$ cat src/rtl/core/btbp_ram.sv
// Generic simple dual-port RAM with one write port and a registered read port.
module btbp_ram #(
    parameter int WIDTH = 2,
    parameter int DEPTH = 2048
) (
    input  logic                     i_clk,
    input  logic                     i_wr_en,
    input  logic [$clog2(DEPTH)-1:0] i_wr_addr,
    input  logic [WIDTH-1:0]         i_wr_data,
    input  logic                     i_rd_en,
    input  logic [$clog2(DEPTH)-1:0] i_rd_addr,
    output logic [WIDTH-1:0]         o_rd_data
);

    logic [WIDTH-1:0] r_mem [DEPTH];
    logic [WIDTH-1:0] r_rd_data;

    always_ff @(posedge i_clk) begin
        if (i_wr_en) begin
            r_mem[i_wr_addr] <= i_wr_data;
        end
        if (i_rd_en) begin
            r_rd_data <= r_mem[i_rd_addr];
        end
    end

    assign o_rd_data = r_rd_data;

endmodule

$ cat config.mk
export PLATFORM = sky130hd
export DESIGN_NAME = btbp_ram
export DESIGN_NICKNAME = d
export VERILOG_FILES = /design/src/rtl/core/btbp_ram.sv
export SDC_FILE = /design/constraint.sdc
export NUM_CORES = 2
export LEC_CHECK = 0
export ABC_CLOCK_PERIOD_IN_PS = 3100
export BUFFER_PORTS_ARGS = -buffer_cell sky130_fd_sc_hd__buf_2
export CAP_MARGIN = 0
export CORE_ASPECT_RATIO = 1.75
export CORE_MARGIN = 2
export CORE_UTILIZATION = 56
export DETAILED_ROUTE_END_ITERATION = 12
export PLACE_DENSITY = 0.72
export SYNTH_ARGS = -nofsm -noshare
export SYNTH_HDL_FRONTEND = slang
export SYNTH_SLANG_ARGS = --single-unit
$ cat constraint.sdc
create_clock -name i_clk -period 3.1 [get_ports i_clk]
set_clock_uncertainty 0.2 [all_clocks]
set_input_delay 0.155 -clock i_clk [delete_from_list [all_inputs] [get_ports i_clk]]
set_output_delay 0.155 -clock i_clk [all_outputs]
set_load 0.01 [all_outputs]
==> summary.txt <==
overall power: 111 mW
DR iter-0 viols: 15300
core area: 0.300 mm^2
Final setup viols: 2
# port buffers: 28
Clock power frac: 0.391
worst-margin pin slew: 1.23 ns
syn nets: 10200
FF+latch area: 0.123 mm^2
worst-path maximum fanout: 6
HPWL Detailed: 346 mm
Post-Route WL: 531 mm
logic gate share of total power: 0.061
routed len/inst: 34.8 um
Max Cap Viol: 0
Syn Inst Count: 10200
Ys Warns: 0
Syn-to-layout area delta: 14.5%
Overflow after GRT: 0
Clk pin slew, worst setup/hold paths: 0.07 ns
Site Rows: 266
P_sw: 24.2 mW
fin crit share: 1.05
Slew Limit Headroom: 0.180
remaining antenna violation count: 0
FFs w/ async S/R, synth: 0
pwr dens: 575 mW/mm^2
DIE WIDTH: 419 um
NumNets Final: 11000
die height: 730 um
die area: 0.306 mm^2
clk sinks: 4098
io pins: 29
total track usage: 0.344
placed insts: 14600
CP endpoint kind: flip-flop
switching share of power: 0.218
Worst Path Arrival: 3.72 ns
area of the multi-input gates: 0.0417 mm^2
status: finished with violations
clk_lat worst skew: 0.94 ns
placed cell areas: 0.182 mm^2
htree depth: 5
LEAKAGE: 61.7 nW
sequential share of power: 0.548
Crit path top cell by count: buf_4
RD Place Congestion: 0.957
maximum VDD drop: 560 uV
hold slack final: 0.0660 ns
WS Path Type: input pin to flip-flop
Initial DRT Pass Iterations: 6
HP Class: input pin to flip-flop
Max Slew Vio Count: 0
Fmax: 308 MHz
finished layout cell area: 0.193 mm^2
failing checks: negative setup slack
Main synth FF type: edfxtp_1
Crit path largest cell delay: 0.91 ns
drt drc: 0
largest net degree at the start of global routing: 166
clk root buf: clkbuf_16
Non-Filler Instances: 15200
Post-synth EDFFs: 4098
CP Launch Type: input pin
CTS buffer count: 344
Yosys reg bits: 4098
Data required, critical path: 3.57 ns
synthesized area per cell: 16.6 um^2
final hold vios: 0
Critical Path, Cell by Cell: buf_2 > and2_1 > buf_4 > nand2_2 > buf_4 > nor2_1 > a22oi_1 > nand4_1 > nor3_2 > o211ai_1 > nor4b_2 > buf_4 > or3_1
initial antenna violation count: 26
CTS tree: built
Int Power: 87.0 mW
first-pass GRT wire length: 742 mm
share of cells above drive strength 1: 0.225
Synth cell types: 80
DR vias/cell: 6.74
Final WS setup: -0.151 ns
vias in the first global route: 105000
Max Buffers Root-to-Sink: 4
sequential fraction of the synthesis area: 0.729
total vias in the final route: 103000
slowest CP cell: nor2_1
Filler cells: 20200
post-layout min period: 3.25 ns
RSZ-0062 raised after global routing: true
starting density of the core: 0.563
Mapped Area: 0.169 mm^2
per-stage QoR:
| stage | setup TNS, ns | worst slack, ns | util |
|---|---|---|---|
| after floorplan | 0 | 0.264 | - |
| after global placement | -2.91 | -1.74 | 0.606 |
| after detailed placement | -2.44 | -1.32 | 0.606 |
| after CTS | -0.0360 | -0.0360 | 0.644 |
| after global routing | -0.0432 | -0.0432 | 0.644 |
| final | -0.194 | -0.151 | 0.644 |
cell families (layout without fill, tap and decap cells):
kind of cell    after synthesis  after routing  synth area share
flops                      4098           4098             0.729
simple gates               2850           2850            0.0687
mux                        1459           1459             0.135
compound gates              910            910            0.0378
buf+inv                     857           1889            0.0300
other cells                   0             20                 0
critical path: cells and delay by family:
kind / cells / cell delay (ns)
compound gates: 2 / 0.52
simple gates: 7 / 2.11
buf+inv: 4 / 0.90
placed cells by master, fill, tap and decap left out, types with 117 or more instances in the layout:
master     instances
buf_12           229
a21oi_1          140
clkbuf_16        351
buf_4           1001
o21ai_0          117
nor2_1          2176
mux4_2           612
mux2i_1          798
nor3_1           156
o221ai_1         246
o22ai_1          175
nand2_1          228
edfxtp_1        4098
path summary, 6_finish.rpt:
path / to / start / cells after the start / slack [ns]
max: o_rd_data[0] / i_rd_addr[3] / 13 / -0.15
min: r_mem[480][1] / i_wr_addr[8] / 5 / 0.07
max reg2reg: o_rd_data[0] / r_mem[582][0] / 9 / -0.05
min reg2reg: o_rd_data[0] / r_mem[229][0] / 6 / 0.94
sequential cells by signal, summed over array words and instances (netlist names):
signal and flops:
r_mem 4096, o_rd_data 2
cell type report:
cell class                 instances  share of cell area
inverter                           4            0.000142
clock inverter                   208              0.0102
tap                             4020              0.0260
timing repair buffer            1273              0.0645
multi-input combinational       5219               0.216
clock buffer                     404              0.0465
sequential                      4098               0.637
antenna                           20            0.000259
synth_stat cells (all sizes together) (4+ instances only):
| cell type | count | area share |
|---|---|---|
| nor4 | 61 | 0.0023 |
| o21a | 4 | 0.00018 |
| nand2b | 6 | 0.00022 |
| and2 | 20 | 0.00074 |
| or3 | 11 | 0.00041 |
| buf | 388 | 0.019 |
| and3b | 7 | 0.00036 |
| o221ai | 254 | 0.013 |
| and3 | 11 | 0.00041 |
| a31oi | 19 | 0.00070 |
| o211ai | 8 | 0.00036 |
| a22oi | 8 | 0.00036 |
| nor2 | 2181 | 0.048 |
| o22ai | 178 | 0.0066 |
| a211o | 9 | 0.00047 |
| or2 | 4 | 0.00016 |
| or4 | 11 | 0.00049 |
| a21oi | 149 | 0.0044 |
| mux2i | 798 | 0.047 |
| mux2 | 22 | 0.0015 |
| clkbuf | 464 | 0.011 |
| o311ai | 8 | 0.00042 |
| nand2 | 230 | 0.0051 |
| o32ai | 10 | 0.00052 |
| a211oi | 63 | 0.0028 |
| a2111oi | 28 | 0.0015 |
| a311oi | 6 | 0.00031 |
| mux4 | 639 | 0.086 |
| edfxtp | 4098 | 0.73 |
| nor2b | 12 | 0.00044 |
| nand4 | 26 | 0.00096 |
| a41o | 4 | 0.00024 |
| nor3b | 10 | 0.00044 |
| nand3 | 81 | 0.0024 |
| nor3 | 164 | 0.0049 |
| o21ai | 123 | 0.0036 |
| o22a | 5 | 0.00026 |
| o31ai | 15 | 0.00067 |
power groups by stage:
stage,logic (mW),clock network [mW],registers [mW]
floorplan,3.04,0,62.2
global placement,6.36,0,62.1
detailed placement,6.49,0,62.1
CTS,6.57,43.5,60.9
global route,6.89,45.5,60.9
finish,6.74,43.5,60.9
repair_timing:
item / in CTS / in global routing
gates resized for setup: 58 / 39
endpoints found under the setup margin: 2 / 2
buffers inserted: 1 / 0
pin swaps: 15 / 30
cloned: 0 / 0
hold endpoints to repair: 2502 / 0
hold buffers: 15 / 0
layer usage:
layer	share of wire	GRT usage
met1	0.31	0.394
met2	0.49	0.566
met3	0.10	0.0636
met4	0.099	0.282
met5	0.00024	0
(Power assumes the default switching activity.)
